## src/hw/rtl/pmfb_fifo.sv

```systemverilog
// small first-in first-out queue used between the framebuffer stages
// depends on nothing
module pmfb_fifo #(
  parameter int WIDTH = 8,
  parameter int DEPTH = 2
) (
  input  logic             clk,
  input  logic             rst,
  input  logic             push,
  input  logic [WIDTH-1:0] din,
  output logic             full,
  input  logic             pop,
  output logic [WIDTH-1:0] dout,
  output logic             empty
);

  localparam int PTRW = (DEPTH > 1) ? $clog2(DEPTH) : 1;
  localparam int CNTW = $clog2(DEPTH + 1);

  logic [WIDTH-1:0] slots [DEPTH];
  logic [PTRW-1:0]  wr_ptr;
  logic [PTRW-1:0]  rd_ptr;
  logic [CNTW-1:0]  count;
  logic             do_push;
  logic             do_pop;

  assign full    = (count == CNTW'(DEPTH));
  assign empty   = (count == '0);
  assign do_push = push && !full;
  assign do_pop  = pop && !empty;
  assign dout    = slots[rd_ptr];

  always_ff @(posedge clk) begin
    if (do_push) begin
      slots[wr_ptr] <= din;
    end
  end

  always_ff @(posedge clk) begin
    if (rst) begin
      wr_ptr <= '0;
      rd_ptr <= '0;
      count  <= '0;
    end else begin
      if (do_push) begin
        wr_ptr <= (wr_ptr == PTRW'(DEPTH - 1)) ? '0 : wr_ptr + 1'b1;
      end
      if (do_pop) begin
        rd_ptr <= (rd_ptr == PTRW'(DEPTH - 1)) ? '0 : rd_ptr + 1'b1;
      end
      if (do_push && !do_pop) begin
        count <= count + 1'b1;
      end else if (do_pop && !do_push) begin
        count <= count - 1'b1;
      end
    end
  end

endmodule

```

## config.mk

```make
export PLATFORM = sky130hd
export DESIGN_NAME = pmfb_fifo
export DESIGN_NICKNAME = d
export VERILOG_FILES = /design/src/hw/rtl/pmfb_fifo.sv
export SDC_FILE = /design/constraint.sdc
export NUM_CORES = 1
export LEC_CHECK = 0
export ABC_CLOCK_PERIOD_IN_PS = 2000
export BUFFER_PORTS_ARGS = -buffer_cell sky130_fd_sc_hd__buf_2
export CAP_MARGIN = 20
export CORE_UTILIZATION = 40
export DETAILED_ROUTE_END_ITERATION = 8
export GPL_ROUTABILITY_DRIVEN = 0
export PLACE_DENSITY = 0.66
export SETUP_SLACK_MARGIN = 0.05
export SLEW_MARGIN = 25
export SYNTH_ARGS = -nofsm -noshare
export SYNTH_HDL_FRONTEND = slang
export SYNTH_SLANG_ARGS = --single-unit
```

## constraint.sdc

```tcl
create_clock -name clk -period 2 [get_ports clk]
set_input_delay 0.1 -clock clk [delete_from_list [all_inputs] [get_ports clk]]
set_output_delay 0.1 -clock clk [all_outputs]
set_load 0.05 [all_outputs]
```

==> results of run 1 <==
[state kept, by name (all words and copies together), names as in the netlist, named ones only]
name and cells:
slots 16, wr_ptr 1, rd_ptr 1, count 2
[cell type report]
| class | count | area (um2) |
|---|---|---|
| inverter | 2 | 7.51 |
| multi-input combinational | 26 | 200 |
| clock buffer | 3 | 22.5 |
| timing repair buffer | 29 | 185 |
| sequential | 21 | 581 |
| tap | 25 | 31.3 |
| clock inverter | 1 | 5.00 |
| fill | 141 | 751 |
[metrics by stage]
stage / total power (uW) / util, % / setup WS, ns / instance area [um2]
final: 1380 / 57.9 / 0.428 / 1030
after global placement: 1180 / 51.9 / 0.504 / 925
after detailed placement: 1200 / 51.9 / 0.443 / 925
after CTS: 1400 / 57.9 / 0.421 / 1030
after global routing: 1460 / 57.9 / 0.305 / 1030
after floorplan: 1080 / - / 0.157 / 793
[layout by cell type, fill, tap and decap left out, drive strengths merged, types with 3 or more instances in the layout]
| cell | n |
|---|---|
| o21ai | 3 |
| buf | 21 |
| dfxtp | 5 |
| mux2 | 8 |
| dlygate4sd3 | 8 |
| edfxtp | 16 |
| xor2 | 3 |
| clkbuf | 3 |
| nor2 | 5 |
[power by group]
group	switching, uW	internal (uW)
combinational	397	182
clock	113	74.3
sequential	58.3	557
[how the worst max path moves through the flow]
stage	startpoint	endpoint	slack, ns	cells past startpoint
2_1_floorplan	count[1]	count[1]	0.16	5
3_3_place_gp	count[0]	count[1]	0.50	4
3_5_place_dp	count[0]	count[1]	0.44	4
4_1_cts	count[0]	count[1]	0.42	4
5_1_grt	count[0]	count[1]	0.30	4
6_report	count[0]	count[1]	0.43	4
[timing repair]
action / in CTS / in global routing
setup endpoints to repair: 0 / 0
hold buffers: 8 / 0
resized for setup: 0 / 0
hold endpoints to repair: 16 / 0
[cells by family after synthesis]
family,synth area share [%]
AOI/OAI and AO/OA,3.15
muxes,11.4
xor gates and xnor gates,3.31
and+or+nand+nor,5.84
buffers and inverters,1.58
adders and majority gates,1.58
DFF,73.2
[routing by layer]
layer / up-vias / global-route usage, % / part of all wire [%]
met2: 18 / 20.8 / 52
met5: - / 0 / 0
met3: 2 / 2.35 / 5.8
li1: 244 / - / -
met1: 221 / 12.9 / 41
met4: 0 / 7.06 / 0.67
==> metrics.csv, run 1 <==
stage,metric,value,unit
layout,antennaDiodeCount,0,
timing,rsz0062_at_grt,false,
synth,synthCells,50,
synth,syn_avg_cell_area,15.9,um2
timing,fin_crit_sh,78.6,%
setup_path,critical_path.slowest_cell,or3_1,
routing,vias_per_cell,4.53,
synth,synth_edf_count,16,
synth,ys_warn_count,0,
setup_path,r2r_cells,4,
timing,fin_crit,1.57,ns
setup_path,crit_arrival,1.80,ns
floorplan,pin_count,22,
floorplan,die_h,46.5,um
routing,dr.pass1.iters,4,
timing,maxSlewViolCount,0,
cts,cts_buffer_depth,2,
floorplan,die-area,0.00217,mm2
synth,ys.flop_type,edfxtp_1,
synth,async_reset_ff_share,0,%
timing,clock_skew,0.000936,ns
setup_path,crit_buf_inv,0,
cts,cts.clk_slew.worst_paths,0.10,ns
cts,cts_setup_buffers,0,
setup_path,cp.required,2.23,ns
worst_hold_path,min_path_type,in2reg,
setup_path,r2r-end,count[1],
layout,final_layout_size_suffix_gt1_share,41.5,%
synth,synth_cell_types,13,
timing,timing.setup.tns,0,ns
placement,dp.final_hpwl,791,um
synth,yosysTopAreaCellShare,60.6,%
layout,layout.cells.non_filler,107,
layout,num-nets-final,96,
routing,drt-initial-drc-count,18,
layout,area_growth,30.1,%
cts,cts.sinks,21,
floorplan,initial_utilization,44.5,%
routing,detail-route-antenna-nets,0,
global_route,antenna_found_initial,0,
cts,cts_root_buffer,clkbuf_4,
power,p_leak,0.000414,uW
synth,syn_area,793,um2
timing,setup_viol,0,
worst_hold_path,hold_path_depth,2,
setup_path,cp_top_family,compound AO/OA/AOI/OAI gates,
power,ir_drop,0.974,mV
routing,wl_per_cell,11.1,um
setup_path,max_stage_delay,0.38,ns
status,status,finished clean,
synth,synth_top_cells_by_count,"16 x edfxtp_1, 8 x mux2_2, 5 x dfxtp_1, 5 x nor2_1",
worst_hold_path,worst_hold_path.endpoint,count[1],
floorplan,rows,15,
routing,via_count,485,
global_route,grt_max_degree,13,
global_route,grt_pass1_wl,1710,um
global_route,grt_pass1_vias,460,
synth,synth_area_leaders,"edfxtp_1 61%, dfxtp_1 13%, mux2_2 11%",
setup_path,cp-start-kind,register,
power,p_per_area,1340,mW/mm2
synth,yosysSeqAreaShare,73.2,%
setup_path,crit_path_end_kind,register,
setup_path,reg2reg_slack,0.43,ns
timing,timing.fmax,636,MHz
job,cap_violations,0,
cts,cts_tree,done,
placement,io_buffers,21,
timing,holdWs,0.0249,ns
routing,drc,0,
floorplan,die_w,46.5,um
global_route,overflow,0,
cts,clk_latency,0.29,ns
timing,relSlewSlack,74.7,%
setup_path,cp_max_fo,5,
timing,hold_violations,0,
worst_hold_path,hold_start,rst,
setup_path,crit_chain,"o21ai_0, ha_1, or3_1, a21oi_1",
placement,dp_cells,95,
setup_path,critPathKind,reg2reg,
routing,finalWirelength,1190,um
synth,ys_seq_elements,21,
cts,htreeDepth,1,
synth,syn-num-nets,63,
global_route,grt_usage,11.9,%
floorplan,core_area,0.00178,mm2
cts,cts-buffers-inserted,3,
synth,yosysMostFrequentCell,edfxtp_1,
timing,tightest_slew,0.379,ns
setup_path,crit-reg2reg-launch,count[0],
synth,yosysTopAreaCell,edfxtp_1,
Note: power is estimated with default switching activity, not from simulation.
==> inputs of run 2 (changes only) <==
--- a/config.mk
+++ b/config.mk
@@ -5,13 +5,13 @@
 export SDC_FILE = /design/constraint.sdc
 export NUM_CORES = 1
 export LEC_CHECK = 0
-export ABC_CLOCK_PERIOD_IN_PS = 2000
+export ABC_CLOCK_PERIOD_IN_PS = 1250
 export BUFFER_PORTS_ARGS = -buffer_cell sky130_fd_sc_hd__buf_2
 export CAP_MARGIN = 20
 export CORE_UTILIZATION = 40
 export DETAILED_ROUTE_END_ITERATION = 8
 export GPL_ROUTABILITY_DRIVEN = 0
-export PLACE_DENSITY = 0.66
+export PLACE_DENSITY = 0.68
 export SETUP_SLACK_MARGIN = 0.05
 export SLEW_MARGIN = 25
 export SYNTH_ARGS = -nofsm -noshare
==> constraint.sdc (replaced) <==
create_clock -name clk -period 1.25 [get_ports clk]
set_input_delay 0.0625 -clock clk [delete_from_list [all_inputs] [get_ports clk]]
set_output_delay 0.0625 -clock clk [all_outputs]
set_load 0.05 [all_outputs]
==> metrics.csv, run 2 (synthesis gave the netlist of run 1 again) <==
stage,metric,value,unit
timing,rsz0062_at_grt,true,
status,violations,setup timing,
cts,cts_root_buffer,clkbuf_4,
routing,finalWirelength,1580,um
routing,drt-initial-drc-count,4,
status,status,finished with violations,
floorplan,pin_count,22,
timing,hold_violations,0,
layout,antennaDiodeCount,0,
global_route,grt_usage,15.5,%
setup_path,cp-endpoint,count[1],
setup_path,crit_path_end_kind,register,
worst_hold_path,min_path_type,in2reg,
layout,num-nets-final,105,
setup_path,crit_chain,"nor2b_4, nor2_2, ha_1, or3_1, a21oi_2",
timing,fin_crit_sh,113,%
layout,fillers,129,
layout,mostFrequentLayoutCells,"16 x edfxtp_1, 11 x buf_2, 9 x dlygate4sd3_1, 8 x mux2_4, 8 x buf_8",
setup_path,critPathKind,reg2reg,
global_route,grt_pass1_wl,2150,um
cts,clk_latency,0.30,ns
global_route,overflow,0,
placement,io_buffers,21,
cts,cts_buffer_depth,2,
power,p_leak,0.000526,uW
cts,cts-buffers-inserted,3,
layout,final_layout_size_suffix_gt1_share,56.0,%
setup_path,r2r-end,count[1],
setup_path,cp.required,1.48,ns
routing,detail-route-antenna-nets,0,
floorplan,die-area,0.00217,mm2
cts,htreeDepth,1,
routing,drc,0,
routing,wl_per_cell,13.6,um
setup_path,reg2reg_slack,-0.16,ns
setup_path,cp_max_fo,3,
layout,largest_register_ff_count,16,
setup_path,crit_arrival,1.64,ns
timing,maxSlewViolCount,0,
floorplan,die_h,46.5,um
timing,tightest_slew,0.196,ns
floorplan,die_w,46.5,um
worst_hold_path,hold_path_depth,4,
floorplan,initial_utilization,44.5,%
power,ir_drop,1.65,mV
setup_path,critical_path.slowest_cell,or3_1,
cts,cts_tree,done,
global_route,grt_pass1_vias,513,
layout,fin_util,71.3,%
cts,cts.clk_slew.worst_paths,0.12,ns
layout,seq_area,587,um2
job,cap_violations,0,
setup_path,cp-start-kind,register,
power,p_per_area,2240,mW/mm2
layout,multi_input_area,251,um2
floorplan,rows,15,
global_route,grt_max_degree,13,
layout,top_register,slots,
timing,finalWorstSetupSlack,-0.157,ns
setup_path,crit-reg2reg-launch,count[1],
global_route,antenna_found_initial,0,
layout,final_common_cell,edfxtp_1,
setup_path,cp-startpoint,count[1],
setup_path,r2r_cells,5,
setup_path,max_stage_delay,0.37,ns
layout,reg_top3,"slots: 16 flops, count: 2 flops",
timing,setup_viol,18,
floorplan,core_area,0.00178,mm2
placement,place_ws,-0.180,ns
worst_hold_path,hold_start,push,
timing,relSlewSlack,86.8,%
routing,vias_per_cell,4.66,
timing,fin_crit,1.41,ns
routing,dr.pass1.iters,2,
timing,clock_skew,0.0127,ns
routing,via_count,541,
layout,area_growth,60.3,%
timing,timing.fmax,711,MHz
cts,cts.sinks,21,
==> run 2: worst min path at each step <==
| stage | end | slack [ns] |
|---|---|---|
| floorplan | count[1] | 0.12 |
| global placement | slots[0][4] | 0.25 |
| detailed placement | slots[0][5] | 0.26 |
| CTS | wr_ptr | 0.15 |
| global route | wr_ptr | 0.20 |
| finish | wr_ptr | 0.16 |
==> run 2: cell type report <==
class | count | area share [%]
Clock buffer | 3 | 1.77
Clock inverter | 1 | 0.394
Inverter | 2 | 1.18
Multi-Input combinational cell | 26 | 19.8
Sequential cell | 21 | 46.2
Tap cell | 25 | 2.46
Timing Repair Buffer | 38 | 28.2
==> run 2: report_power, final <==
| group | internal [uW] | total (uW) | switching (uW) |
|---|---|---|---|
| Clock | 119 | 324 | 205 |
| Combinational | 742 | 1560 | 817 |
| Sequential | 904 | 968 | 63.6 |
| Total | 1760 | 2850 | 1080 |
==> run 2: what timing repair did <==
item | 4_1_cts | 5_1_grt
setup endpoints to repair | 27 | 28
cloned | 0 | 0
buffers inserted | 2 | 0
hold endpoints to repair | 21 | 0
pin swaps | 2 | 0
hold buffers | 9 | 0
resized for setup | 39 | 10
==> run 2: worst max-delay path: cells and delay by family, from the launching register on <==
kind,cells,cell delay (ns)
AOI/OAI and AO/OA,1,0.12
adders and majority gates,1,0.30
and+or+nand+nor,3,0.57
DFF,1,0.36
==> run 2: routing by layer <==
layer	global-route usage, %	wire [um]
met1	15.0	626
met2	28.3	864
met3	3.53	49
met4	10.6	38
met5	0	0
==> run 2: metrics by stage <==
step	hold WS, ns	instances	total power (uW)	instance area, um2	setup TNS [ns]
3_3_place_gp	0.251	102	2050	990	-0.242
2_1_floorplan	0.124	50	1760	806	-0.643
4_1_cts	0.149	116	2760	1240	-1.68
6_report	0.159	116	2850	1270	-1.23
3_5_place_dp	0.256	102	2080	990	-0.454
5_1_grt	0.199	116	2960	1270	-1.93
==> inputs of run 3 (changes only) <==
--- a/config.mk
+++ b/config.mk
@@ -8,10 +8,12 @@
 export ABC_CLOCK_PERIOD_IN_PS = 1250
 export BUFFER_PORTS_ARGS = -buffer_cell sky130_fd_sc_hd__buf_2
 export CAP_MARGIN = 20
-export CORE_UTILIZATION = 40
+export CELL_PAD_IN_SITES_DETAIL_PLACEMENT = 0
+export CELL_PAD_IN_SITES_GLOBAL_PLACEMENT = 1
+export CORE_UTILIZATION = 36
 export DETAILED_ROUTE_END_ITERATION = 8
 export GPL_ROUTABILITY_DRIVEN = 0
-export PLACE_DENSITY = 0.68
+export PLACE_DENSITY = 0.74
 export SETUP_SLACK_MARGIN = 0.05
 export SLEW_MARGIN = 25
 export SYNTH_ARGS = -nofsm -noshare
==> metrics.csv, run 3 (synthesis gave the netlist of run 1 again) <==
stage,metric,value,unit
floorplan,die_h,48.9,um
routing,finalWirelength,1400,um
routing,drc,0,
power,p_leak,0.000518,uW
setup_path,r2r-end,slots[0][1],
placement,io_buffers,21,
setup_path,crit_arrival,1.41,ns
setup_path,critPathKind,reg2reg,
global_route,grt_pass1_wl,2330,um
setup_path,cp-start-kind,register,
floorplan,pin_count,22,
timing,fin_crit,1.39,ns
setup_path,cp-startpoint,count[1],
layout,seq_area,589,um2
timing,holdWs,0.160,ns
timing,timing.fmax,721,MHz
job,cap_violations,0,
setup_path,reg2reg_slack,-0.14,ns
worst_hold_path,min_path_type,in2reg,
routing,via_count,526,
status,violations,setup timing,
layout,reg_top3,"slots: 16 flops, count: 2 flops",
cts,htreeDepth,1,
routing,vias_per_cell,4.42,
setup_path,cp-endpoint,slots[0][1],
layout,area_growth,57.7,%
layout,final_common_cell,edfxtp_1,
status,status,finished with violations,
floorplan,core_area,0.00202,mm2
cts,cts_tree,done,
layout,mostFrequentLayoutCells,"16 x edfxtp_1, 11 x buf_2, 9 x dlygate4sd3_1, 9 x buf_6, 9 x buf_4",
layout,multi_input_area,262,um2
setup_path,crit-reg2reg-launch,count[1],
placement,placed_area,977,um2
global_route,use_met3,2.80,%
floorplan,die_w,48.9,um
routing,dr.pass1.iters,2,
global_route,antenna_found_initial,0,
floorplan,rows,16,
global_route,grt_pass1_vias,529,
global_route,met2_usage,25.2,%
setup_path,crit_path_end_kind,register,
layout,top_register,slots,
routing,wl_per_cell,11.7,um
layout,antennaDiodeCount,0,
power,ir_drop,1.30,mV
timing,finalWorstSetupSlack,-0.138,ns
cts,cts.sinks,21,
setup_path,r2r_cells,4,
global_route,grt_util_met1,14.5,%
timing,hold_violations,0,
layout,fin_util,61.9,%
routing,detail-route-antenna-nets,0,
timing,setup_viol,26,
layout,num-nets-final,106,
layout,fin_area,0.00125,mm2
placement,dp.final_hpwl,849,um
timing,rsz0062_at_grt,true,
global_route,grt_busiest_layer,met2,
layout,largest_register_ff_count,16,
timing,clock_skew,0.00148,ns
timing,maxSlewViolCount,0,
floorplan,die-area,0.00240,mm2
layout,final_layout_size_suffix_gt1_share,55.4,%
cts,cts.clk_slew.worst_paths,0.11,ns
timing,relSlewSlack,86.0,%
power,p_per_area,2180,mW/mm2
cts,clk_latency,0.30,ns
setup_path,cp.required,1.27,ns
timing,tightest_slew,0.210,ns
cts,cts_buffer_depth,2,
timing,fin_crit_sh,111,%
cts,cts-buffers-inserted,3,
routing,drt-initial-drc-count,2,
global_route,grt_max_degree,13,
setup_path,cp_max_fo,8,
global_route,grt_usage,13.5,%
cts,cts_root_buffer,clkbuf_4,
floorplan,initial_utilization,39.2,%
global_route,overflow,0,
layout,fillers,170,
-- run 3: cell types whose count changed in the layout (fill, tap and decap cells not counted), sizes merged --
cell / change
buf: +1
-- run 3: area by class of cell --
class / instances / area share, %
clock buffers: 3 / 1.80
clock inverters: 1 / 0.400
inverters: 2 / 0.800
multi-input cells: 26 / 20.9
flip-flops and latches: 21 / 47.1
well taps: 27 / 2.70
repair buffers: 39 / 26.3
-- run 3: critical path, cell delays in order, from the launching register on --
cell and delay (ns):
dfxtp_2 0.35, nor2b_4 0.13, buf_4 0.13, or3_1 0.36
inv_4 0.13
-- run 3: per-layer routing --
metal	vias up	share of wire (%)
met1	239	42
met4	0	1.4
li1	269	-
met2	16	53
met3	2	4.0
met5	-	0
-- run 3: per-stage QoR --
step                setup WS (ns)  cells  setup TNS, ns  power, uW
global placement           -0.151    102         -0.314       2020
detailed placement         -0.134    102         -0.303       2030
global route               -0.190    119          -3.67       2880
floorplan                  -0.358     50         -0.643       1760
CTS                        -0.130    118          -1.52       2680
finish                     -0.138    119          -2.40       2730
-- run 3: how the worst min path moves through the flow --
| stage | from | endpoint | slack (ns) | cells after the start |
|---|---|---|---|---|
| after floorplan | rst | count[1] | 0.12 | 1 |
| after global placement | din[0] | slots[0][0] | 0.25 | 1 |
| after detailed placement | din[3] | slots[1][3] | 0.25 | 1 |
| after CTS | push | wr_ptr | 0.15 | 4 |
| after global routing | push | wr_ptr | 0.19 | 4 |
| final | push | wr_ptr | 0.16 | 4 |
-- run 3: repair_timing --
item / 4_1_cts / 5_1_grt
hold endpoints to repair: 21 / 0
setup buffers: 3 / 1
endpoints found under the setup margin: 19 / 28
cloned: 0 / 0
gates resized for setup: 34 / 4
hold buffers: 9 / 0
pin swaps: 4 / 1
-- run 3: where the power goes --
part / total (uW) / switching (uW) / internal [uW] / leakage [uW]
sequential: 1020 / 108 / 909 / 0.000192
clock: 312 / 193 / 119 / 0.0000177
combinational: 1400 / 739 / 664 / 0.000308
total: 2730 / 1040 / 1690 / 0.000518
