===== src/hw/rtl/pmfb_pkg.sv =====
// shared types and codes of the paged mono framebuffer
// no dependencies
package pmfb_pkg;

  // request function codes
  localparam logic [1:0] FUNC_POINT = 2'd0;
  localparam logic [1:0] FUNC_FILL  = 2'd1;
  localparam logic [1:0] FUNC_CLEAR = 2'd2;
  localparam logic [1:0] FUNC_READ  = 2'd3;

  // pixel modes, the unused code acts as off
  localparam logic [1:0] MODE_OFF    = 2'd0;
  localparam logic [1:0] MODE_ON     = 2'd1;
  localparam logic [1:0] MODE_INVERT = 2'd2;

  // configuration register indexes
  localparam logic [1:0] CFG_CLIP_X_LO = 2'd0;
  localparam logic [1:0] CFG_CLIP_X_HI = 2'd1;
  localparam logic [1:0] CFG_CLIP_Y_LO = 2'd2;
  localparam logic [1:0] CFG_CLIP_Y_HI = 2'd3;

  // work kinds handed from front to back
  localparam logic [1:0] KIND_DONE  = 2'd0;
  localparam logic [1:0] KIND_DRAW  = 2'd1;
  localparam logic [1:0] KIND_CLEAR = 2'd2;
  localparam logic [1:0] KIND_READ  = 2'd3;

  localparam logic [7:0] BYTE_ONES  = 8'hff;
  localparam logic [7:0] BYTE_ZEROS = 8'h00;

  // classified request, rectangles are inclusive and already clipped
  typedef struct packed {
    logic [1:0] kind;
    logic [1:0] mode;
    logic       oor;
    logic [7:0] col_first;
    logic [7:0] col_last;
    logic [7:0] row_first;
    logic [7:0] row_last;
  } cmd_t;

  typedef struct packed {
    logic [7:0] read_byte;
    logic       oor;
  } res_t;

endpackage


===== src/hw/rtl/pmfb_front.sv =====
// request classifier: holds the clip window and turns each request into work
// depends on pmfb_pkg
module pmfb_front import pmfb_pkg::*; #(
  parameter int COLUMNS = 128,
  parameter int PAGES   = 8
) (
  input  logic       clk,
  input  logic       rst,
  input  logic       push,
  input  logic [1:0] func,
  input  logic [7:0] x_a,
  input  logic [7:0] y_a,
  input  logic [7:0] x_b,
  input  logic [7:0] y_b,
  input  logic [1:0] pixel_mode,
  input  logic       cfg_we,
  input  logic [1:0] cfg_index,
  input  logic [7:0] cfg_data,
  input  logic       cmd_full,
  output logic       cmd_push,
  output cmd_t       cmd
);

  localparam logic [8:0] COLS9  = 9'(COLUMNS);
  localparam logic [8:0] ROWS9  = 9'(PAGES * 8);
  localparam logic [8:0] PAGES9 = 9'(PAGES);

  logic [7:0] clip_x_lo;
  logic [7:0] clip_x_hi;
  logic [6:0] clip_y_lo;
  logic [6:0] clip_y_hi;

  logic       pt_ok;
  logic       rd_ok;
  logic [7:0] col_lo;
  logic [7:0] row_lo;
  logic [8:0] col_end;
  logic [8:0] row_end;
  logic       fill_ok;

  always_ff @(posedge clk) begin
    if (rst) begin
      clip_x_lo <= 8'd0;
      clip_x_hi <= 8'd128;
      clip_y_lo <= 7'd0;
      clip_y_hi <= 7'd64;
    end else if (cfg_we) begin
      case (cfg_index)
        CFG_CLIP_X_LO: clip_x_lo <= cfg_data;
        CFG_CLIP_X_HI: clip_x_hi <= cfg_data;
        CFG_CLIP_Y_LO: clip_y_lo <= cfg_data[6:0];
        CFG_CLIP_Y_HI: clip_y_hi <= cfg_data[6:0];
        default: ;
      endcase
    end
  end

  assign cmd_push = push && !cmd_full;

  // single pixel inside store and clip window
  assign pt_ok = ({1'b0, x_a} < COLS9) && ({1'b0, y_a} < ROWS9)
              && (x_a >= clip_x_lo) && (x_a < clip_x_hi)
              && (y_a >= {1'b0, clip_y_lo}) && (y_a < {1'b0, clip_y_hi});

  assign rd_ok = ({1'b0, x_a} < COLS9) && ({1'b0, y_a} < PAGES9);

  // rectangle clipped against window and store
  always_comb begin
    col_lo  = (x_a > clip_x_lo) ? x_a : clip_x_lo;
    row_lo  = (y_a > {1'b0, clip_y_lo}) ? y_a : {1'b0, clip_y_lo};
    col_end = (x_b < clip_x_hi) ? {1'b0, x_b} : {1'b0, clip_x_hi};
    if (COLS9 < col_end) begin
      col_end = COLS9;
    end
    row_end = (y_b < {1'b0, clip_y_hi}) ? {1'b0, y_b} : {2'b00, clip_y_hi};
    if (ROWS9 < row_end) begin
      row_end = ROWS9;
    end
    fill_ok = ({1'b0, col_lo} < col_end) && ({1'b0, row_lo} < row_end);
  end

  always_comb begin
    cmd      = '0;
    cmd.mode = pixel_mode;
    case (func)
      FUNC_POINT: begin
        if (pt_ok) begin
          cmd.kind      = KIND_DRAW;
          cmd.col_first = x_a;
          cmd.col_last  = x_a;
          cmd.row_first = y_a;
          cmd.row_last  = y_a;
        end else begin
          cmd.kind = KIND_DONE;
          cmd.oor  = 1'b1;
        end
      end
      FUNC_FILL: begin
        if (fill_ok) begin
          cmd.kind      = KIND_DRAW;
          cmd.col_first = col_lo;
          cmd.col_last  = 8'(col_end - 9'd1);
          cmd.row_first = row_lo;
          cmd.row_last  = 8'(row_end - 9'd1);
        end else begin
          cmd.kind = KIND_DONE;
        end
      end
      FUNC_CLEAR: begin
        cmd.kind = KIND_CLEAR;
      end
      default: begin
        if (rd_ok) begin
          cmd.kind      = KIND_READ;
          cmd.col_first = x_a;
          cmd.row_first = {y_a[4:0], 3'b000};
        end else begin
          cmd.kind = KIND_DONE;
          cmd.oor  = 1'b1;
        end
      end
    endcase
  end

endmodule


===== config.mk =====
export PLATFORM = sky130hd
export DESIGN_NAME = pmfb_front
export DESIGN_NICKNAME = d
export VERILOG_FILES = /design/src/hw/rtl/pmfb_pkg.sv /design/src/hw/rtl/pmfb_front.sv
export SDC_FILE = /design/constraint.sdc
export NUM_CORES = 1
export LEC_CHECK = 0
export BUFFER_PORTS_ARGS = -buffer_cell sky130_fd_sc_hd__buf_2
export CAP_MARGIN = 30
export CORE_MARGIN = 2
export CORE_UTILIZATION = 45
export CTS_CLUSTER_SIZE = 16
export DETAILED_ROUTE_END_ITERATION = 12
export HOLD_SLACK_MARGIN = 0.02
export PLACE_DENSITY = 0.69
export SETUP_SLACK_MARGIN = 0.5
export SLEW_MARGIN = 10
export SYNTH_ARGS = -nofsm -noshare
export SYNTH_HDL_FRONTEND = slang
export SYNTH_SLANG_ARGS = --single-unit
export TNS_END_PERCENT = 30

===== constraint.sdc =====
create_clock -name clk -period 6 [get_ports clk]
set_clock_uncertainty 0.05 [all_clocks]
set_input_delay 1.2 -clock clk [delete_from_list [all_inputs] [get_ports clk]]
set_output_delay 1.2 -clock clk [all_outputs]
set_load 0.02 [all_outputs]

==> impl_metrics.toml, run 1 <==
[yosys]
synthFlopType = "dfxtp_1"
synth_cells = 504
synth-simple-area-share = 0.230
synth_edf_count = 0
synth.distinct_cells = 67
synth_xor_area_frac = 0.0136
ys_seq_area_frac = 0.156
ys_warn_count = 0
synth_nets = 612
synthAdderAreaFrac = 0.185
async_reset_ff_frac = 0
synth.cell_area_um2 = 3850
ys_seq_elements = 30
synth_compound_area_frac = 0.239
synth.avg_cell_area_um2 = 7.64
synth_mux_area_frac = 0.103
synth_top_family_by_area = "compound AO/OA/AOI/OAI gates"

[routing]
wl_um = 13000
drtIter0Drc = 268
dr.pass1.iters = 5
vias = 4296
wl_per_cell_um = 17.6
ant_nets = 0
avgViaCountPerCell = 5.81
drcViolationCount = 0

[final_layout]
drive_gt1_frac = 0.332
final_cell_mix = "buf_2, buf_4, nand2_1, inv_1, nor2_1"
final_cell_area_um2 = 5350
syn_to_final_growth_pct = 38.8
antenna_cells = 0
nFillCells = 708
num-nets-final = 743
final_core_utilization = 0.648
layout.cells.most_common = "buf_2"

[floorplanning]
io_pins = 89
dieWidth_um = 96.5
coreArea_um2 = 8260
initial_core_util = 0.467
die-area_um2 = 9320
dieHeight_um = 96.5
fp-row-count = 33

[global_routing]
grt_pass1_vias = 4089
grt_start_max_net_pins = 31
antenna_found_initial = 0
grt_pass1_wl_um = 19800
grt_usage = 0.276
grt-ovfl-total = 0

[flow_run]
max_cap_violations = 0

[timing]
final_max_slew_viol_count = 0
hold_violations = 0
finalCriticalPeriod_ns = 5.98
finalCritPeriodShare = 0.997
relSlewSlack = 0.658
worstMarginPinSlew_ns = 0.509
rsz0062_at_grt = "true"
whs_ns = 0.470
finalSetupViolCount = 0
fmax_mhz = 167

[cts]
h-tree-depth = 2
numCtsBuffers = 5
cts_max_path_buffers = 2
cts_tree = "done"
insertion_delay_ns = 0.28
clkSinkCount = 30
ctsRootBufferMaster = "clkbuf_8"
clk_pin_slew_ns = 0.06

[critical_path]
startpoint_type = "input pin"
worstSetupEndpointType = "output pin"
cp_max_fo = 6
crit_type = "input pin to output pin"
worstPathArrival_ns = 4.73
worstPathRequired_ns = 4.75

[place]
place.gp.congestion = 0.945
place_area_um2 = 4860
place_hpwl_um = 10600
port_buffers = 84

[power_and_ir_drop]
powerDensity_nw_per_um2 = 158
p_leak_nw = 2.42
peakVddDrop_mv = 0.158

[min_path]
min_path_type = "flop to flop"

[run_status]
status = "finished, final reports clean"
==> cell usage after synthesis, types with 7 or more instances <==
cell / count / share of area
a21o_1: 7 / 0.014
a21oi_1: 32 / 0.042
clkbuf_1: 7 / 0.0068
dfxtp_1: 30 / 0.16
ha_1: 57 / 0.19
inv_1: 48 / 0.047
mux2i_1: 34 / 0.088
nand2_1: 55 / 0.054
nand3_1: 11 / 0.014
nand4_1: 8 / 0.013
nor2_1: 47 / 0.046
nor3_1: 8 / 0.010
o21ai_0: 24 / 0.031
o2bb2ai_1: 7 / 0.016
or2_2: 10 / 0.016
or3_1: 8 / 0.013
==> metrics by stage <==
| stage | worst slack, ns | instances | setup TNS (ns) | power [mW] |
|---|---|---|---|---|
| global route | -0.147 | 740 | -3.00 | 0.900 |
| floorplan | 0.292 | 504 | 0 | 0.493 |
| global placement | 0.0197 | 720 | 0 | 0.628 |
| CTS | 0.110 | 734 | 0 | 0.803 |
| detailed placement | -0.100 | 720 | -1.51 | 0.637 |
| finish | 0.0162 | 740 | 0 | 0.847 |
==> final timing paths <==
| kind | from | end | cells after the start | slack, ns |
|---|---|---|---|---|
| max reg2reg | clip_x_lo[1]$_SDFFE_PP0P_ | clip_x_lo[1]$_SDFFE_PP0P_ | 4 | 5.15 |
| min reg2reg | clip_x_hi[2]$_SDFFE_PP0P_ | clip_x_hi[2]$_SDFFE_PP0P_ | 2 | 0.47 |
| max | x_b[7] | cmd[24] | 17 | 0.02 |
| min | clip_x_hi[2]$_SDFFE_PP0P_ | clip_x_hi[2]$_SDFFE_PP0P_ | 2 | 0.47 |
==> logic make-up (layout without fill, tap and decap cells) <==
group / after synthesis / count (layout)
AO/OA/AOI/OAI: 127 / 127
flip-flops: 30 / 30
XOR/XNOR: 6 / 6
other: 1 / 1
multiplexers: 39 / 39
buffers and inverters: 66 / 197
adder cells (fa/ha/maj): 57 / 57
AND/OR/NAND/NOR: 178 / 178
==> worst max-delay path, cell delays in order <==
cell and delay, ns:
buf_8 0.10, ha_4 0.25, nand4_1 0.14, or3_4 0.46, a2111oi_4 0.49, nor3_4 0.11
or2_4 0.26, ha_4 0.25, a21oi_2 0.13, o21a_1 0.14, o221a_2 0.19, o31a_1 0.12
a31oi_1 0.05, o21bai_4 0.28, buf_12 0.18, o211ai_1 0.20, buf_4 0.18
==> sequential cells by signal (all words and copies together), names as in the netlist <==
signal     count
clip_y_lo      7
clip_y_hi      7
clip_x_lo      8
clip_x_hi      8
==> layer usage <==
metal / global-route usage / share of wire / vias to the layer above
met1: 0.393 / 0.47 / 2002
met4: 0.0646 / 0.014 / 0
li1: - / - / 2091
met5: 0 / 0 / -
met3: 0.0403 / 0.068 / 14
met2: 0.440 / 0.45 / 189
==> power breakdown <==
part / internal (mW) / total (mW) / switching (mW)
clock network: 0.0794 / 0.146 / 0.0665
logic: 0.228 / 0.485 / 0.257
registers: 0.206 / 0.216 / 0.00941
total: 0.514 / 0.847 / 0.333
==> cell type report <==
type                       instances  area (um^2)  area share
clock buffer                       7         76.3      0.0143
inverter                          49          184      0.0344
multi-input combinational        408         3330       0.623
sequential                        30          601       0.112
tap                              105          131      0.0246
timing repair buffer             141         1030       0.192
==> timing repair <==
item | 4_1_cts | 5_1_grt
cloned | 0 | 2
gates resized for setup | 15 | 40
buffers inserted | 7 | 4
setup endpoints to repair | 33 | 33
pin swaps | 4 | 19
hold buffers | 0 | 0
No activity file was read; power rests on OpenSTA's default activity.
==> run 2: changes to the inputs <==
--- a/config.mk
+++ b/config.mk
@@ -5,8 +5,8 @@
 export SDC_FILE = /design/constraint.sdc
 export NUM_CORES = 1
 export LEC_CHECK = 0
+export ABC_AREA = 1
 export BUFFER_PORTS_ARGS = -buffer_cell sky130_fd_sc_hd__buf_2
-export CAP_MARGIN = 30
 export CORE_MARGIN = 2
 export CORE_UTILIZATION = 45
 export CTS_CLUSTER_SIZE = 16
==> run 2 against run 1 <==
Against the previous run: power up 8.3%; die area is 6.7% lower; via count is 5.2% higher; critical path type unchanged; critical endpoint is now cmd[2].
==> impl_metrics.toml, run 2 <==
[final_layout]
drive_gt1_frac = 0.350
nFillCells = 659
num-nets-final = 816
layout.cells.most_common = "nand2_1"
fin_cells = 810
reg.largest.list = "clip_x_hi (8), clip_x_lo (8)"
antenna_cells = 0
final_core_utilization = 0.673
final_cell_mix = "nand2_1, inv_1, buf_2, a21oi_1, buf_4"
final_cell_area_um2 = 5200
syn_to_final_growth_pct = 45.1

[yosys]
yosys.area.top_type = "ha_1"
synth_top_area_frac = 0.199
synth_cells = 581
synth.avg_cell_area_um2 = 6.17
synth_area_leaders = "ha_1, dfxtp_1, nand2_1"
ys_warn_count = 0
synth_edf_count = 0
synthFlopType = "dfxtp_1"
synth.distinct_cells = 39
ys_seq_elements = 30
synth.most_common_cell = "nand2_1"
ys_seq_area_frac = 0.168
synth.cell_area_um2 = 3580
synth_nets = 689
async_reset_ff_frac = 0
synth_common_cells = "nand2_1, inv_1, a21oi_1"

[cts]
insertion_delay_ns = 0.28
clkSinkCount = 30
ctsRootBufferMaster = "clkbuf_8"
cts_hold_buf = 0
cts_max_path_buffers = 2
h-tree-depth = 2
cts_tree = "done"
clk_pin_slew_ns = 0.06
numCtsBuffers = 5

[critical_path]
cp_max_fo = 8
rrSetupSlack_ns = 5.19
startpoint_type = "input pin"
cp_common_cell = "nand2_4"
worstReg2RegEnd = "clip_x_hi[7]$_SDFFE_PP1P_"
rr_startpoint = "clip_x_hi[7]$_SDFFE_PP1P_"
critPathMaxStageDelay_ns = 0.35
worstSetupEndpointType = "output pin"
worstPathRequired_ns = 4.75
crit_type = "input pin to output pin"
worstPathBufferInverterCount = 4
crit_family = "simple AND/OR/NAND/NOR gates"
crit_chain = "buf_2, ha_4, nand2_1, nor3_2, nand2_4, buf_6, nand3_4, nand2_4, nor2_4, nand3_4, nand2_4, nand2_4, ha_4, nand2_2, o21bai_1, a21oi_1, nor4b_2, nand2_2, a21oi_4, buf_6, o21ai_0, o21ai_1, buf_4"
r2r_cells = 2
worstPathArrival_ns = 4.47
slowest_stage = "nor4b_2"

[power_and_ir_drop]
combPwrFrac = 0.603
powerDensity_nw_per_um2 = 177
seqPwrFrac = 0.235
p_int_mw = 0.520
clock_power_share = 0.162
power.total_mw = 0.917
p_sw_mw = 0.397
p_leak_nw = 2.59
switching_share = 0.433
peakVddDrop_mv = 0.166

[floorplanning]
dieWidth_um = 93.2
die-area_um2 = 8690
initial_core_util = 0.464
io_pins = 89
coreArea_um2 = 7730
dieHeight_um = 93.2
fp-row-count = 32

[timing]
fmax_mhz = 175
finalCriticalPeriod_ns = 5.72
finalSetupViolCount = 0
worstMarginPinSlew_ns = 0.824
final_max_slew_viol_count = 0
rsz0062_at_grt = "true"
setup_tns_ns = 0
finalCritPeriodShare = 0.953
relSlewSlack = 0.449
whs_ns = 0.459
fin_ws_ns = 0.282
hold_violations = 0

[place]
pre_cts_ws_ns = 0.175
dpl.cell_count = 756
place_area_um2 = 4120
port_buffers = 84
place.gp.congestion = 0.970
place_hpwl_um = 8960

[min_path]
worstHoldStart = "clip_y_lo[2]$_SDFFE_PP0P_"
min_to = "clip_y_lo[2]$_SDFFE_PP0P_"
min_path_type = "flop to flop"
hold_depth = 2

[global_routing]
grt_pass1_vias = 4221
grt_pass1_wl_um = 19800
grt_usage = 0.281
grt_start_max_net_pins = 30
antenna_found_initial = 0
grt-ovfl-total = 0

[routing]
wl_um = 13200
wl_per_cell_um = 16.3
dr.pass1.iters = 5
ant_nets = 0
top_layer = "met4"
m1WireLength_um = 5540
wl_met3_um = 814
drcViolationCount = 0
vias = 4519
drtIter0Drc = 305
met2_length_um = 6390
avgViaCountPerCell = 5.58

[flow_run]
max_cap_violations = 0

[run_status]
status = "finished, final reports clean"
[run 2: per-layer routing]
metal	GRT usage	vias to the layer above
li1	-	2186
met1	0.373	2077
met2	0.475	205
met3	0.0242	51
met4	0.100	0
met5	0	-
[run 2: area by class of cell]
class	count	area, um^2	share of cell area
sequential	30	601	0.116
clock buffer	7	76.3	0.0147
multi-input combinational	453	3150	0.606
tap	102	128	0.0246
timing repair buffer	135	928	0.179
inverter	83	314	0.0604
[run 2: repair_timing]
action,CTS,global route
hold endpoints to repair,0,0
cloned,2,1
setup buffers,35,9
setup endpoints to repair,33,33
pin swaps,39,36
gates resized for setup,96,62
[run 2: how the worst max path moves through the flow]
stage | startpoint | end | slack, ns | cells past startpoint
after floorplan | y_b[5] | cmd[16] | 0.50 | 19
after global placement | y_b[3] | cmd[2] | 0.30 | 23
after detailed placement | y_b[3] | cmd[23] | 0.18 | 23
after CTS | x_b[5] | cmd[2] | 0.43 | 21
after global routing | y_b[1] | cmd[2] | 0.16 | 26
final | y_b[5] | cmd[2] | 0.28 | 23
[run 2: cell families after synthesis]
kind of cell,share of synthesized area
and+or+nand+nor,0.323
DFF,0.168
other,0.00105
xor gates and xnor gates,0.00489
AOI/OAI and AO/OA,0.195
adders and majority gates,0.199
buffers and inverters,0.109
[run 2: worst register-to-register path: stages, from the launching register on]
cell	delay, ns
dfxtp_1	0.29
inv_1	0.19
o211ai_1	0.13
[run 2: power groups by stage]
stage                     Sequential (mW)  Clock, mW  Combinational, mW
after floorplan                     0.217          0              0.264
after global placement              0.219          0              0.359
after detailed placement            0.219          0              0.368
after CTS                           0.215      0.150              0.477
after global routing                0.216      0.158              0.600
final                               0.216      0.149              0.553
==> run 3: changes to the inputs <==
--- a/config.mk
+++ b/config.mk
@@ -6,13 +6,13 @@
 export NUM_CORES = 1
 export LEC_CHECK = 0
 export ABC_AREA = 1
-export BUFFER_PORTS_ARGS = -buffer_cell sky130_fd_sc_hd__buf_2
 export CORE_MARGIN = 2
 export CORE_UTILIZATION = 45
 export CTS_CLUSTER_SIZE = 16
 export DETAILED_ROUTE_END_ITERATION = 12
+export DONT_BUFFER_PORTS = 1
+export GPL_TIMING_DRIVEN = 0
 export HOLD_SLACK_MARGIN = 0.02
-export PLACE_DENSITY = 0.69
 export SETUP_SLACK_MARGIN = 0.5
 export SLEW_MARGIN = 10
 export SYNTH_ARGS = -nofsm -noshare
==> constraint.sdc (replaced) <==
create_clock -name clk -period 7.4 [get_ports clk]
set_clock_uncertainty 0.05 [all_clocks]
set_input_delay 1.48 -clock clk [delete_from_list [all_inputs] [get_ports clk]]
set_output_delay 1.48 -clock clk [all_outputs]
set_load 0.02 [all_outputs]
==> run 3 against run 2 <==
Against the previous run: routed wire length is 20% lower; power fell by 34%; sequential share of layout area increased by 3.7 points; design area decreased by 24%; combinational power shrank 50%; worst setup slack improved by 0.48 ns; final cell count shrank 14%; clock power about the same.
==> impl_metrics.toml, run 3 (synthesis gave the netlist of run 2 again) <==
[power_and_ir_drop]
peakVddDrop_mv = 0.129
power.total_mw = 0.604
p_leak_nw = 1.88
powerDensity_nw_per_um2 = 154

[floorplanning]
dieWidth_um = 93.2
initial_core_util = 0.464
fp-row-count = 32
dieHeight_um = 93.2
die-area_um2 = 8690
coreArea_um2 = 7730
io_pins = 89

[routing]
drtIter0Drc = 166
wl_per_cell_um = 15.2
vias = 3761
ant_nets = 0
avgViaCountPerCell = 5.39
wl_um = 10600
dr.pass1.iters = 5
drcViolationCount = 0

[final_layout]
syn_to_final_growth_pct = 9.74
reg.largest.list = "clip_x_hi (8), clip_x_lo (8)"
nFillCells = 833
antenna_cells = 0
num-nets-final = 703
final_core_utilization = 0.509
multiInputGateArea_um2 = 2650
drive_gt1_frac = 0.0772
layout.cells.most_common = "nand2_1"
final_cell_mix = "nand2_1, inv_1, a21oi_1, ha_1, o21ai_0"
area.sequential_um2 = 601

[cts]
cts_hold_buf = 0
cts_max_path_buffers = 2
numCtsBuffers = 5
insertion_delay_ns = 0.28
h-tree-depth = 2
ctsRootBufferMaster = "clkbuf_8"
cts_tree = "done"
clk_pin_slew_ns = 0.06
clkSinkCount = 30

[critical_path]
crit_chain = "ha_1, a21oi_1, nor2_1, nor3_4, nand2_2, nand2_1, nand2_1, nor2_1, nand3_2, nand2_1, nand2_1, ha_1, nand2_1, o21bai_1, a21oi_1, nor4b_2, nand3_1, buf_4, o21ai_0"
crit_type = "input pin to output pin"
critPathMaxStageDelay_ns = 0.56
slowest_stage = "o21ai_0"
cp_common_cell = "nand2_1"
startpoint_type = "input pin"
cp_max_fo = 7
worstSetupEndpointType = "output pin"
worstPathArrival_ns = 5.11
worstPathRequired_ns = 5.87

[flow_run]
max_cap_violations = 0

[timing]
fin_ws_ns = 0.757
finalSetupViolCount = 0
finalCritPeriodShare = 0.898
finalCriticalPeriod_ns = 6.64
setup_tns_ns = 0
hold_violations = 0
fmax_mhz = 151
relSlewSlack = 0.527
final_max_slew_viol_count = 0
rsz0062_at_grt = "true"
worstMarginPinSlew_ns = 0.702

[min_path]
min_path_type = "flop to flop"

[global_routing]
grt_pass1_vias = 3626
grt_usage = 0.250
antenna_found_initial = 0
grt_start_max_net_pins = 11
grt-ovfl-total = 0
grt_pass1_wl_um = 17400

[run_status]
status = "finished, final reports clean"

[place]
port_buffers = 0
pre_cts_ws_ns = 0.511
place_hpwl_um = 8880
place.gp.congestion = 0.901
==> run 3: cell types whose count changed in the layout (fill, tap and decap cells not counted), sizes merged <==
cell,delta
clkbuf,+13
nand2,-1
buf,-124
==> run 3: worst paths after layout <==
| check | start | endpoint | slack (ns) | cells past startpoint |
|---|---|---|---|---|
| worst max-delay path | y_b[5] | cmd[17] | 0.76 | 19 |
| worst min-delay path | clip_y_hi[0]$_SDFFE_PP0P_ | clip_y_hi[0]$_SDFFE_PP0P_ | 0.44 | 2 |
| worst max register to register | clip_x_hi[7]$_SDFFE_PP1P_ | clip_x_hi[7]$_SDFFE_PP1P_ | 6.65 | 2 |
| worst min register to register | clip_y_hi[0]$_SDFFE_PP0P_ | clip_y_hi[0]$_SDFFE_PP0P_ | 0.44 | 2 |
==> run 3: worst max-delay path: cells and delay by family <==
family,cells,cell delay (ns)
AOI/OAI and AO/OA,4,0.90
and+or+nand+nor,12,1.96
buffers and inverters,1,0.18
adders and majority gates,2,0.59
==> run 3: area by class of cell <==
type                            instances  area share
Multi-Input combinational cell        452       0.674
Sequential cell                        30       0.153
Inverter                               83      0.0799
Tap cell                              102      0.0325
Clock buffer                            8      0.0280
Buffer                                 16      0.0194
Timing Repair Buffer                    7      0.0134
==> run 3: routing by layer <==
| metal | vias to the layer above | GRT usage | part of all wire |
|---|---|---|---|
| met3 | 17 | 0.0475 | 0.065 |
| met2 | 125 | 0.416 | 0.45 |
| met4 | 0 | 0.0539 | 0.015 |
| li1 | 1942 | - | - |
| met1 | 1677 | 0.335 | 0.47 |
| met5 | - | 0 | 0 |
==> run 3: repair_timing <==
| action | CTS | global route |
|---|---|---|
| setup endpoints to repair | 0 | 33 |
| gates resized for setup | 0 | 18 |
| setup buffers | 0 | 7 |
==> run 3: where the power goes <==
| part | switching, mW | internal [mW] | leakage, nW |
|---|---|---|---|
| registers | 0.00383 | 0.170 | 0.246 |
| logic | 0.184 | 0.0940 | 1.58 |
| clock network | 0.0578 | 0.0937 | 0.0575 |
==> run 3: per-stage QoR <==
step | instance area [um^2] | hold slack, ns | cells
final | 3930 | 0.445 | 698
after global routing | 3930 | 0.470 | 698
after CTS | 3820 | 0.449 | 691
after detailed placement | 3710 | 0.441 | 683
after global placement | 3710 | 0.436 | 683
after floorplan | 3580 | 0.398 | 581
